**config.mk**
```make
export PLATFORM = sky130hd
export DESIGN_NAME = rmlp_frame_cell
export DESIGN_NICKNAME = d
export VERILOG_FILES = /design/src/sv/rmlp_pkg.sv /design/src/sv/rmlp_frame_cell.sv
export SDC_FILE = /design/constraint.sdc
export NUM_CORES = 1
export LEC_CHECK = 0
export ABC_AREA = 1
export BUFFER_PORTS_ARGS = -buffer_cell sky130_fd_sc_hd__buf_2
export CORE_MARGIN = 4
export CORE_UTILIZATION = 45
export CTS_CLUSTER_SIZE = 30
export DETAILED_ROUTE_END_ITERATION = 8
export PLACE_DENSITY = 0.67
export SYNTH_ARGS = -nofsm -noshare
export SYNTH_HDL_FRONTEND = slang
export SYNTH_SLANG_ARGS = --single-unit
```
**constraint.sdc**
```tcl
create_clock -name clock -period 12.4 [get_ports clock]
set_clock_uncertainty 0.15 [all_clocks]
set_input_delay 1.86 -clock clock [delete_from_list [all_inputs] [get_ports clock]]
set_output_delay 1.86 -clock clock [all_outputs]
set_load 0.02 [all_outputs]
```
**src/sv/rmlp_pkg.sv**
```systemverilog
// ============================================================================
// rmlp_pkg: shared types and constants for the recurrent MLP engine
// Holds the term tag that rides the MAC pipeline, datapath widths and the
// sigmoid breakpoint table.
// ============================================================================
package rmlp_pkg;

   localparam int WORD_W = 16;   // Q4.12 weights, inputs, bias
   localparam int ACT_W  = 13;   // Q0.12 activations, 0..4096
   localparam int ACC_W  = 32;   // Q8.24 accumulator

   // One multiply-accumulate term moving down the pipeline.
   typedef struct packed {
      logic valid;
      logic first;      // start a fresh sum
      logic last;       // sum complete after this term
      logic out_phase;  // output layer (else hidden layer)
   } term_tag_type;

   // Sigmoid at steps of 0.5 on [0,8], Q0.12.
   function automatic logic [11:0] sig_point(input logic [4:0] idx);
      logic [11:0] v;
      case (idx)
         5'd0:    v = 12'd2048;
         5'd1:    v = 12'd2550;
         5'd2:    v = 12'd2994;
         5'd3:    v = 12'd3349;
         5'd4:    v = 12'd3608;
         5'd5:    v = 12'd3785;
         5'd6:    v = 12'd3902;
         5'd7:    v = 12'd3976;
         5'd8:    v = 12'd4022;
         5'd9:    v = 12'd4051;
         5'd10:   v = 12'd4069;
         5'd11:   v = 12'd4079;
         5'd12:   v = 12'd4086;
         5'd13:   v = 12'd4090;
         5'd14:   v = 12'd4092;
         5'd15:   v = 12'd4094;
         default: v = 12'd4095;
      endcase
      return v;
   endfunction

endpackage

```
**src/sv/rmlp_frame_cell.sv**
```systemverilog
// ============================================================================
// rmlp_frame_cell: one remembered hidden frame
// A ring of activations that rotates one entry per shift; the entry leaving
// the head re-enters at the tail, or is replaced by a decayed value handed
// over from the neighbor frame.
// ============================================================================
module rmlp_frame_cell #(
   parameter int DEPTH = 32
) (
   input  logic                      clock,
   input  logic                      reset,
   input  logic                      shift,
   input  logic                      take,
   input  logic [rmlp_pkg::ACT_W-1:0] src_value,
   input  logic [rmlp_pkg::ACT_W-1:0] decay,
   output logic [rmlp_pkg::ACT_W-1:0] head
);
   import rmlp_pkg::*;

   logic [ACT_W-1:0]   ring_ff [DEPTH];
   logic [2*ACT_W-1:0] scaled;
   logic [ACT_W-1:0]   tail_in;

   // entry = (value * decay + 2048) >> 12
   assign scaled  = src_value * decay + (2*ACT_W)'(2048);
   assign tail_in = take ? scaled[ACT_W+11:12] : ring_ff[0];
   assign head    = ring_ff[0];

   always_ff @(posedge clock) begin
      if (reset) begin
         for (int k = 0; k < DEPTH; k++) ring_ff[k] <= '0;
      end else if (shift) begin
         for (int k = 0; k < DEPTH - 1; k++) ring_ff[k] <= ring_ff[k+1];
         ring_ff[DEPTH-1] <= tail_in;
      end
   end

endmodule

```
==> flow_summary_export.csv <==
group,metric,value,unit
global_routing,grt.busiest_layer,"met2",
route,vias_per_cell,4.59,
cells_and_area,reg.largest.list,"ring_ff x416",
sta,max_slew_margin,25.8,%
outcome,status,"finished, final reports clean",
clock_tree,cts_hold_buffers,0,
global_routing,grt_max_degree,165,
worst_setup_path,cp_data_required_time,12.54,ns
worst_setup_path,cp-start-kind,"primary input",
worst_setup_path,cp_num_buf_inv,4,
route,drtAntennaViolNets,0,
clock_tree,clk_pin_slew_worst_paths,0.06,ns
pwr,swShare,35.3,%
pwr,switching_power,1.63,mW
worst_setup_path,crit_slowest_cell,"fa_1",
global_routing,grt_util_all_layers,14.8,%
synth,yosysSeqAreaShare,57.4,%
worst_setup_path,crit_path_frequent_cell,"fa_1",
clock_tree,cts_buffers,38,
synth,yosys-top-cells-area,"edfxtp_1 (57%), fa_1 (11%), inv_1 (11%), nor2_1 (7.8%), ha_1 (4.6%)",
pwr,power_frac_seq,37.3,%
pwr,power-per-cell-area,194,nW/µm²
synth,ys.flop_type,"edfxtp_1",
pwr,combPwrFrac,37.2,%
worst_setup_path,cp_top_family,"adder cells",
synth,ys_ff_latch,416,
floorplan,die_y,228,µm
sta,final_max_slew_viol_count,0,
synth,synth_edf_count,416,
global_routing,met1_usage,22.4,%
place,placed_cells,2690,
worst_hold_path,hp-class,"flip-flop to flip-flop",
synth,netlist_instances,2113,
global_routing,grt_pass1_vias,12800,
clock_tree,cts_tree,"yes",
global_routing,grt-ovfl-total,0,
sta,finalHoldViolCount,0,
cells_and_area,antennaDiodeCount,0,
synth,avgSynthCellArea,10.3,µm²
cells_and_area,top_register,"ring_ff",
cells_and_area,nets,2345,
worst_setup_path,worstSetupPathType,"primary input to flip-flop",
clock_tree,cts_sinks,416,
sta,hold_slack,0.377,ns
clock_tree,insertion_delay,0.53,ns
sta,rsz0062_at_grt,"no",
global_routing,grt_first_pass_wirelength,64000,µm
floorplan,row_count,80,
sta,finalCritPeriodShare,53.1,%
cells_and_area,areaGrowthSynthToFinish,8.89,%
synth,synthArstFlopShare,0,%
clock_tree,htree_levels,2,
synth,synthesis.nets,2343,
floorplan,core_area,47700,µm²
global_routing,grtUsageMet3,2.58,%
clock_tree,root_buffer,"clkbuf_16",
route,drc_errors,0,
route,wire_per_inst,13.5,µm
cells_and_area,finalNonFillerCells,2760,
sta,max_freq,152,MHz
pwr,clkPwrFrac,25.5,%
worst_setup_path,critPathMaxStageDelay,0.55,ns
synth,synth_area,21800,µm²
clock_tree,clockBufferDepth,3,
sta,worstMarginPinSlew,1.11,ns
global_routing,antenna_found_initial,0,
sta,setup_tns,0,ns
worst_setup_path,critPathMaxFanout,13,
route,first_pass_iters,5,
floorplan,ios,43,
worst_setup_path,end_kind,"flip-flop",
pwr,cellLeakagePower,11.1,nW
route,wl,37400,µm
synth,synth.distinct_cells,31,
floorplan,dieArea,52000,µm²
synth,synthDominantCellAreaShare,57.4,%
sta,setup_viol,0,
pwr,vdd_drop_max,149,µV
cells_and_area,mostFrequentLayoutCell,"inv_1",
place,port_buffers,42,
synth,ys_warn_count,0,
clock_tree,postCtsSetupBuffers,0,
route,via_count,12700,
floorplan,die_w,228,µm
worst_setup_path,crit_path_cell_trace,"buf_2 -> nand2_1 -> fa_1 -> fa_1 -> fa_1 -> inv_1 -> fa_1 -> fa_1 -> fa_1 -> ha_1 -> nand2_1 -> nor2_1 -> inv_1 -> nor2_1 -> o21ai_1 -> nand4_1 -> nand3_1 -> nand2_1 -> inv_1",
cells_and_area,layout-drive-gt1-share,4.99,%
run,maxCapViolCount,0,
place,gp_congestion,0.841,
clock_tree,cts_resized,0,
place,hpwl,23800,µm
cells_and_area,largest_register_ffs,416,
sta,period_minus_slack,6.59,ns
synth,synth_top_cell_by_area,"edfxtp_1",
cells_and_area,final_cell_mix,"inv_1 (638), nor2_1 (453), edfxtp_1 (416)",
floorplan,initial_utilization,45.6,%
worst_setup_path,critical_path_arrival,6.72,ns
route,drt_iter0_drc,926,
global_routing,grtUsageMet2,22.6,%
pwr,p_int,2.99,mW
## per-layer routing
metal  up-vias  routed length (µm)
li1       6250                   -
met1      6146               18400
met2       208               16600
met3        55                1680
met4         0                 682
met5         -                   0
## logic make-up after synthesis
kind of cell	synth area share [%]
flops	57.4
simple gates	12.6
xor+xnor	0.437
buf+inv	12.7
compound gates	1.23
fa+ha+maj	15.6
## Yosys cell counts, types with 13 or more instances
master    instances
a21oi_1          16
buf_4            13
clkbuf_1         67
edfxtp_1        416
fa_1            120
ha_1             80
inv_1           638
nand2_1         231
nand3_1          19
nor2_1          453
## final timing paths
kind,from,to,slack [ns],cells after the start
setup reg to reg,ring_ff[0][0]$_SDFFCE_PN0P_,ring_ff[7][39]$_SDFFCE_PP0P_,11.19,4
hold / removal,ring_ff[5][41]$_SDFFCE_PP0P_,ring_ff[5][28]$_SDFFCE_PP0P_,0.38,2
hold reg to reg,ring_ff[5][41]$_SDFFCE_PP0P_,ring_ff[5][28]$_SDFFCE_PP0P_,0.38,2
setup / recovery,src_value[5],ring_ff[7][50]$_SDFFCE_PP0P_,5.81,19
## power groups by stage
| stage | Combinational [mW] | Sequential, mW | Clock (mW) |
|---|---|---|---|
| after global placement | 1.73 | 1.75 | 0 |
| final | 1.71 | 1.72 | 1.18 |
| after CTS | 1.74 | 1.72 | 1.21 |
| after global routing | 2.02 | 1.73 | 1.27 |
| after floorplan | 1.30 | 1.75 | 0 |
| after detailed placement | 1.73 | 1.75 | 0 |
## cell type report
class	instances	area (µm²)
clock buffers	47	1050
clock inverters	23	205
fillers	4303	24000
inverters	639	2400
multi-input cells	972	6520
flip-flops and latches	416	12500
well taps	615	769
repair buffers	48	274
## through the flow
stage	setup slack [ns]	cell area (µm²)	power (mW)	util (%)
after global placement	5.30	22500	3.48	47.0
after global routing	5.60	23700	5.02	49.7
after floorplan	4.53	21800	3.05	-
after CTS	5.86	23700	4.67	49.7
final	5.81	23700	4.61	49.7
after detailed placement	5.30	22500	3.48	47.0
## worst register-to-register path, cell delays in order, from the launching register on
cell and delay, ns:
edfxtp_1 0.41, nor2_1 0.12, nor2_1 0.09, o21ai_0 0.12, inv_1 0.07
No activity file was read; power rests on OpenSTA's default activity.
