## src/sv/rmlp_pkg.sv

```systemverilog
// ============================================================================
// rmlp_pkg: shared types and constants for the recurrent MLP engine
// Holds the term tag that rides the MAC pipeline, datapath widths and the
// sigmoid breakpoint table.
// ============================================================================
package rmlp_pkg;

   localparam int WORD_W = 16;   // Q4.12 weights, inputs, bias
   localparam int ACT_W  = 13;   // Q0.12 activations, 0..4096
   localparam int ACC_W  = 32;   // Q8.24 accumulator

   // One multiply-accumulate term moving down the pipeline.
   typedef struct packed {
      logic valid;
      logic first;      // start a fresh sum
      logic last;       // sum complete after this term
      logic out_phase;  // output layer (else hidden layer)
   } term_tag_type;

   // Sigmoid at steps of 0.5 on [0,8], Q0.12.
   function automatic logic [11:0] sig_point(input logic [4:0] idx);
      logic [11:0] v;
      case (idx)
         5'd0:    v = 12'd2048;
         5'd1:    v = 12'd2550;
         5'd2:    v = 12'd2994;
         5'd3:    v = 12'd3349;
         5'd4:    v = 12'd3608;
         5'd5:    v = 12'd3785;
         5'd6:    v = 12'd3902;
         5'd7:    v = 12'd3976;
         5'd8:    v = 12'd4022;
         5'd9:    v = 12'd4051;
         5'd10:   v = 12'd4069;
         5'd11:   v = 12'd4079;
         5'd12:   v = 12'd4086;
         5'd13:   v = 12'd4090;
         5'd14:   v = 12'd4092;
         5'd15:   v = 12'd4094;
         default: v = 12'd4095;
      endcase
      return v;
   endfunction

endpackage

```

## src/sv/rmlp_sigmoid.sv

```systemverilog
// ============================================================================
// rmlp_sigmoid: two-stage table sigmoid
// Stage one folds the sum to a magnitude and splits segment and fraction;
// stage two interpolates between table points and mirrors negative sums.
// ============================================================================
module rmlp_sigmoid (
   input  logic                        clock,
   input  logic                        reset,
   input  rmlp_pkg::term_tag_type      in_tag,
   input  logic [rmlp_pkg::ACC_W-1:0]  in_acc,
   output rmlp_pkg::term_tag_type      out_tag,
   output logic [rmlp_pkg::ACT_W-1:0]  out_value,
   output logic                        busy
);
   import rmlp_pkg::*;

   term_tag_type     a_tag_ff, b_tag_ff;
   logic             neg_ff, sat_ff;
   logic [3:0]       seg_ff;
   logic [10:0]      frac_ff;
   logic [ACT_W-1:0] value_ff;

   logic [ACC_W-1:0] mag;
   logic [11:0]      lo, hi, diff;
   logic [22:0]      slope;
   logic [11:0]      interp;
   logic [ACT_W-1:0] v, value_in;

   assign mag = in_acc[ACC_W-1] ? (~in_acc + 1'b1) : in_acc;

   always_comb begin
      lo       = sig_point({1'b0, seg_ff});
      hi       = sig_point({1'b0, seg_ff} + 5'd1);
      diff     = hi - lo;
      slope    = diff * frac_ff + 23'd1024;
      interp   = 12'(slope[22:11]);
      v        = sat_ff ? ACT_W'(4095) : ACT_W'(lo) + ACT_W'(interp);
      value_in = neg_ff ? ACT_W'(4096) - v : v;
   end

   always_ff @(posedge clock) begin
      if (reset) begin
         a_tag_ff <= '0;
         b_tag_ff <= '0;
      end else begin
         a_tag_ff <= in_tag;
         b_tag_ff <= a_tag_ff;
      end
   end

   always_ff @(posedge clock) begin
      neg_ff   <= in_acc[ACC_W-1];
      sat_ff   <= |mag[31:27];
      seg_ff   <= mag[26:23];
      frac_ff  <= mag[22:12];
      value_ff <= value_in;
   end

   assign out_tag   = b_tag_ff;
   assign out_value = value_ff;
   assign busy      = a_tag_ff.valid || b_tag_ff.valid;

endmodule

```

## config.mk

```make
export PLATFORM = sky130hd
export DESIGN_NAME = rmlp_sigmoid
export DESIGN_NICKNAME = d
export VERILOG_FILES = /design/src/sv/rmlp_pkg.sv /design/src/sv/rmlp_sigmoid.sv
export SDC_FILE = /design/constraint.sdc
export NUM_CORES = 1
export LEC_CHECK = 0
export BUFFER_PORTS_ARGS = -buffer_cell sky130_fd_sc_hd__buf_2
export CORE_MARGIN = 2
export CORE_UTILIZATION = 24
export DETAILED_ROUTE_END_ITERATION = 8
export PLACE_DENSITY = 0.44
export SLEW_MARGIN = 20
export SYNTH_ARGS = -nofsm -noshare
export SYNTH_HDL_FRONTEND = slang
export SYNTH_SLANG_ARGS = --single-unit
```

## constraint.sdc

```tcl
create_clock -name clock -period 9.5 [get_ports clock]
set_input_delay 1.9 -clock clock [delete_from_list [all_inputs] [get_ports clock]]
set_output_delay 1.9 -clock clock [all_outputs]
set_load 0.1 [all_outputs]
```

==> results.yml, run 1 <==
outcome:
  outcome: "complete, no violations"
worst_setup_path:
  crit_slowest_cell: "or4b_4"
  cpMostUsedCell: "fa_1"
  critPathMaxStageDelay_ps: 570
  arrival_ps: 9480
  worstPathMaxFanout: 6
  endpoint_kind: "flop"
  crit_required_ps: 9660
  crit_type: "flop to flop"
  critPathLaunchType: "flop"
clock_tree:
  clkTransAtPathRegs_ps: 70
  cts.sinks: 49
  holdBufCountCts: 0
  clockBufferDepth: 2
  cts_buffers: 5
  htree_levels: 2
  root_buffer: "clkbuf_16"
  tritoncts: "yes"
  clk_latency_ps: 300
timing:
  slew_viol_final: 0
  hold_viol: 0
  period_needed_ps: 9320
  setup_viol: 0
  fin_crit_sh_pct: 98.1
  grt_setup_unrepaired: "true"
  skew_ps: 6.47
  relSlewSlack_pct: 59.0
  worstMarginPinSlew_ps: 610
  fmax_mhz: 107
  tns_ps: 0
  setup_slack_ps: 178
finish:
  n_antenna_cell: 0
  layout.nets: 1216
  areaGrowthSynthToFinish_pct: 21.0
  nFillCells: 3415
  drive_above_1_share_pct: 19.6
logic_synthesis:
  syn-num-nets: 1123
  synthArstFlopShare_pct: 0
  synth_common_cells: "133 x inv_1, 102 x ha_1, 90 x fa_1"
  synth_top_cells_by_area: "fa_1 24%, ha_1 17%, dfxtp_1 13%, inv_1 6.6%, and2_1 5.8%"
  netlist.area_leader.share_pct: 23.7
  syn_area_mm2: 0.00759
  ys.warnings.count: 0
  synth_edf_count: 0
  postSynthCellCount: 893
  yosysMostFrequentCell: "inv_1"
  yosysUniqueCellTypes: 57
  synth_area_leader_cell: "fa_1"
  synth_seq_cells: 49
  ys_seq_area_share_pct: 12.9
  avgSynthCellArea_um2: 8.50
  ys.flop_type: "dfxtp_1"
global_routing:
  grt_overflow_total: 0
  antenna_found_initial: 0
  grt_pass1_vias: 6146
  grt_use_total_pct: 11.4
  grt_start_max_net_pins: 26
  grt_pass1_wl_mm: 30.7
floorplan:
  start_util_pct: 24.2
  placementRows: 65
  io_pins: 56
  die_h_um: 182
  die_x_um: 182
  die_area_mm2: 0.0331
  core_mm2: 0.0314
routing:
  highest_layer: "met4"
  via_per_inst: 4.38
  vias: 6089
  ant_nets: 0
  remaining_drc_errors: 0
  drt_pass1_iterations: 4
  totalWireLength_mm: 18.5
  route.met2.wl_mm: 9.25
  dr_wl_met3_um: 294
  drt_iter0_drc: 174
  wl_met1_mm: 8.53
  wl_per_cell_um: 13.3
job:
  maxCapViolCount: 0
placement:
  pre_cts_slack_ps: -137
  port_buffers: 55
  place.gp.congestion: 0.815
  place_hpwl_mm: 15.3
min_path:
  hold_path_class: "flop to flop"
==> area by class of cell <==
| class | count | area, um^2 | share of cell area, % |
|---|---|---|---|
| inverters | 135 | 507 | 5.51 |
| clock inverters | 3 | 28.8 | 0.313 |
| well taps | 402 | 503 | 5.47 |
| multi-input cells | 673 | 6250 | 68.0 |
| clock buffers | 5 | 125 | 1.36 |
| repair buffers | 122 | 790 | 8.59 |
| flip-flops and latches | 49 | 990 | 10.8 |
==> metal layers <==
metal	up-vias	global-route usage (%)
met5	-	0
met4	0	3.26
met3	20	0.943
met2	61	20.6
met1	2943	14.6
li1	3065	-
==> kinds of logic (layout without fill, tap and decap cells) <==
group	count (synthesis)	in the layout	synth area share [%]
and+or+nand+nor	300	300	20.9
adders and majority gates	192	192	40.5
xor gates and xnor gates	53	53	6.36
muxes	4	4	0.544
AOI/OAI and AO/OA	124	124	10.2
DFF	49	49	12.9
buffers and inverters	171	265	8.57
==> sequential cells by signal, indices dropped and copies added (netlist names) <==
signal	cells
lo	11
frac_ff	11
neg_ff	1
sat_ff	1
out_tag	4
a_tag_ff	4
out_value	13
seg_ff	4
==> stage by stage <==
stage          instances  hold WS [ps]  area (um^2)  util, %
3_3_place_gp        1359           418         8610     27.4
4_1_cts             1367           441         8810     28.1
2_1_floorplan        893           414         7640        -
5_1_grt             1389           467         9190     29.3
3_5_place_dp        1359           423         8610     27.4
6_report            1389           438         9190     29.3
==> cell usage in the layout (no fill, tap or decap), types with 6 or more instances in the layout <==
master | synthesis | layout
a21o_1 | 7 | 7
a21oi_1 | 40 | 34
a21oi_2 | 0 | 6
and2_1 | 70 | 69
buf_2 | 1 | 55
buf_4 | 0 | 64
dfxtp_1 | 49 | 46
fa_1 | 90 | 88
ha_1 | 102 | 97
inv_1 | 133 | 130
nand2_1 | 79 | 78
nand2b_1 | 10 | 10
nand3_1 | 15 | 13
nor2_1 | 44 | 44
nor2b_1 | 29 | 29
nor3_1 | 10 | 9
o21a_1 | 8 | 8
o21ai_0 | 29 | 22
or3_1 | 9 | 8
xnor2_1 | 31 | 28
xor2_1 | 21 | 20
==> worst max-delay path, delay by kind of cell (launching register included) <==
family                     cells  cell delay (ps)
buffers and inverters          7              690
xor gates and xnor gates       1              150
and+or+nand+nor               10             2340
AOI/OAI and AO/OA             11             1860
adders and majority gates      9             3760
DFF                            1              380
==> what timing repair did <==
item,4_1_cts,5_1_grt
setup buffers,0,22
pin swaps,1,44
gates resized for setup,7,50
setup endpoints to repair,2,7
==> worst paths after layout <==
kind | startpoint | endpoint | slack [ps] | cells past startpoint
setup / recovery | seg_ff[0] | out_value[12] | 180 | 38
hold / removal | a_tag_ff[0] | out_tag[0] | 440 | 1
setup reg to reg | seg_ff[0] | out_value[12] | 180 | 38
hold reg to reg | a_tag_ff[0] | out_tag[0] | 440 | 1
Power of run 1 is left out: the tool's default activity adds up to more than one toggle a clock period on the data nets, which glitch-free logic cannot reach.
==> run 2, diff against run 1 <==
Settings changed: ABC_AREA set to 1.
==> run 2 against run 1 <==
Net effect: first-iteration DRC count grew 45%; maximum frequency grew 6.7%; clock skew grew 1.5 ps; synthesized area grew 4.7%; final cell count grew 16%; critical path depth grew 7; critical path type unchanged; highest routed layer unchanged.
==> results.yml, run 2 <==
clock_tree:
  clockBufferDepth: 2
  htree_levels: 2
  cts.sinks: 49
  clk_latency_ps: 300
  root_buffer: "clkbuf_16"
  holdBufCountCts: 0
  clkTransAtPathRegs_ps: 70
  tritoncts: "yes"
  cts_buffers: 5
worst_setup_path:
  path_delay_family: "adder cells"
  crit_required_ps: 9700
  critPathBufInv: 6
  worstPathMaxFanout: 8
  critPathMaxStageDelay_ps: 550
  crit_type: "flop to flop"
  arrival_ps: 8940
  cpMostUsedCell: "nand2_1"
  worstSetupPathDepth: 45
  r2r_cells: 45
  endpoint_kind: "flop"
  critPathLaunchType: "flop"
  crit_slowest_cell: "fa_1"
timing:
  period_needed_ps: 8740
  worstMarginPinSlew_ps: 561
  fmax_mhz: 114
  relSlewSlack_pct: 62.5
  slew_viol_final: 0
  hold_viol: 0
  grt_setup_unrepaired: "false"
  tns_ps: 0
  skew_ps: 7.99
  fin_crit_sh_pct: 92.0
  setup_viol: 0
global_routing:
  grt_overflow_total: 0
  top_usage_layer: "met2"
  grt_use_met3_pct: 1.62
  antenna_found_initial: 0
  met1_usage_pct: 16.2
  grt_pass1_vias: 7086
  grt_use_total_pct: 12.9
  grt_pass1_wl_mm: 35.0
  grt_use_met2_pct: 23.3
  grt_start_max_net_pins: 18
logic_synthesis:
  syn-num-nets: 1342
  netlist.area_leader.share_pct: 22.7
  ys.warnings.count: 0
  synth_edf_count: 0
  synthSimpleGateAreaFrac_pct: 25.3
  synth_compound_area_share_pct: 6.99
  synth_fa_ha_area_share_pct: 38.7
  synth_common_cells: "240 x nand2_1, 236 x inv_1, 154 x nor2_1"
  synthXorXnorAreaFrac_pct: 4.39
  synth_mux_area_share_pct: 0
  ys_seq_area_share_pct: 12.3
  synth_seq_cells: 49
  synth_area_leader_cell: "fa_1"
  avgSynthCellArea_um2: 7.15
  synthArstFlopShare_pct: 0
  synth_top_cells_by_area: "fa_1 23%, ha_1 16%, dfxtp_1 12%, nand2_1 11%, inv_1 11%"
  ys.flop_type: "dfxtp_1"
  postSynthCellCount: 1112
  yosysUniqueCellTypes: 47
  syn_area_mm2: 0.00795
  yosysMostFrequentCell: "nand2_1"
  synth_top_family_by_area: "adder cells"
finish:
  layout_commonest_cell: "nand2_1"
  final_cells: 1618
  utilization_pct: 27.7
  drive_above_1_share_pct: 10.1
  final_cell_mix: "238 x nand2_1, 235 x inv_1, 153 x nor2_1"
  largest_reg_flops: 13
  n_antenna_cell: 0
  layout.nets: 1405
  areaGrowthSynthToFinish_pct: 13.3
routing:
  remaining_drc_errors: 0
  drt_iter0_drc: 252
  via_per_inst: 4.17
  ant_nets: 0
  wl_per_cell_um: 12.7
  drt_pass1_iterations: 5
  totalWireLength_mm: 20.5
  vias: 6739
placement:
  placedCellCount: 1609
  port_buffers: 55
  place_hpwl_mm: 17.8
  place.gp.congestion: 0.825
floorplan:
  placementRows: 66
  die_h_um: 186
  die_x_um: 186
  die_area_mm2: 0.0346
  io_pins: 56
  core_mm2: 0.0325
  start_util_pct: 24.4
job:
  maxCapViolCount: 0
outcome:
  outcome: "complete, no violations"
min_path:
  hold_path_class: "flop to flop"
  worst_hold_path.num_cells: 2
## run 2: path summary, 6_finish.rpt
check	start	to	slack, ps
setup / recovery	seg_ff[0]	out_value[12]	760
hold / removal	a_tag_ff[2]	out_tag[2]	410
setup reg to reg	seg_ff[0]	out_value[12]	760
hold reg to reg	a_tag_ff[2]	out_tag[2]	410
## run 2: metrics by stage
| step | hold slack [ps] | worst slack [ps] | instance area [um^2] |
|---|---|---|---|
| floorplan | 388 | 1340 | 7950 |
| global route | 426 | 9.83 | 9000 |
| CTS | 411 | 436 | 8960 |
| global placement | 390 | 557 | 8810 |
| detailed placement | 397 | 453 | 8810 |
| finish | 407 | 765 | 9000 |
## run 2: cells by family after synthesis
logic type               Yosys count
XOR/XNOR                          39
AO/OA/AOI/OAI                     92
flip-flops                        49
buffers and inverters            257
AND/OR/NAND/NOR                  483
adder cells (fa/ha/maj)          192
## run 2: final cells by class
class	count	area, um^2
clock buffer	5	125
clock inverter	3	26.3
fill	3641	23500
inverter	245	920
multi-input combinational	806	6020
sequential	49	981
tap	442	553
timing repair buffer	68	373
## run 2: worst register-to-register path: cells and delay by family, from the launching register on
family          cells  cell delay [ps]
compound gates      7             1110
xor+xnor            1              160
fa+ha+maj          10             4010
buf+inv             6              460
flops               1              380
simple gates       21             2560
## run 2: repair_timing
action,CTS,global route
setup buffers,0,1
endpoints found under the setup margin,0,7
hold endpoints to repair,0,0
gates resized for setup,0,11
## run 2: per-layer routing
layer / part of all wire [%] / vias up
met5: 0 / -
met4: 1.6 / 0
met3: 3.2 / 19
met2: 49 / 99
met1: 46 / 3106
li1: - / 3515
Power of run 2 is left out for the same reason.
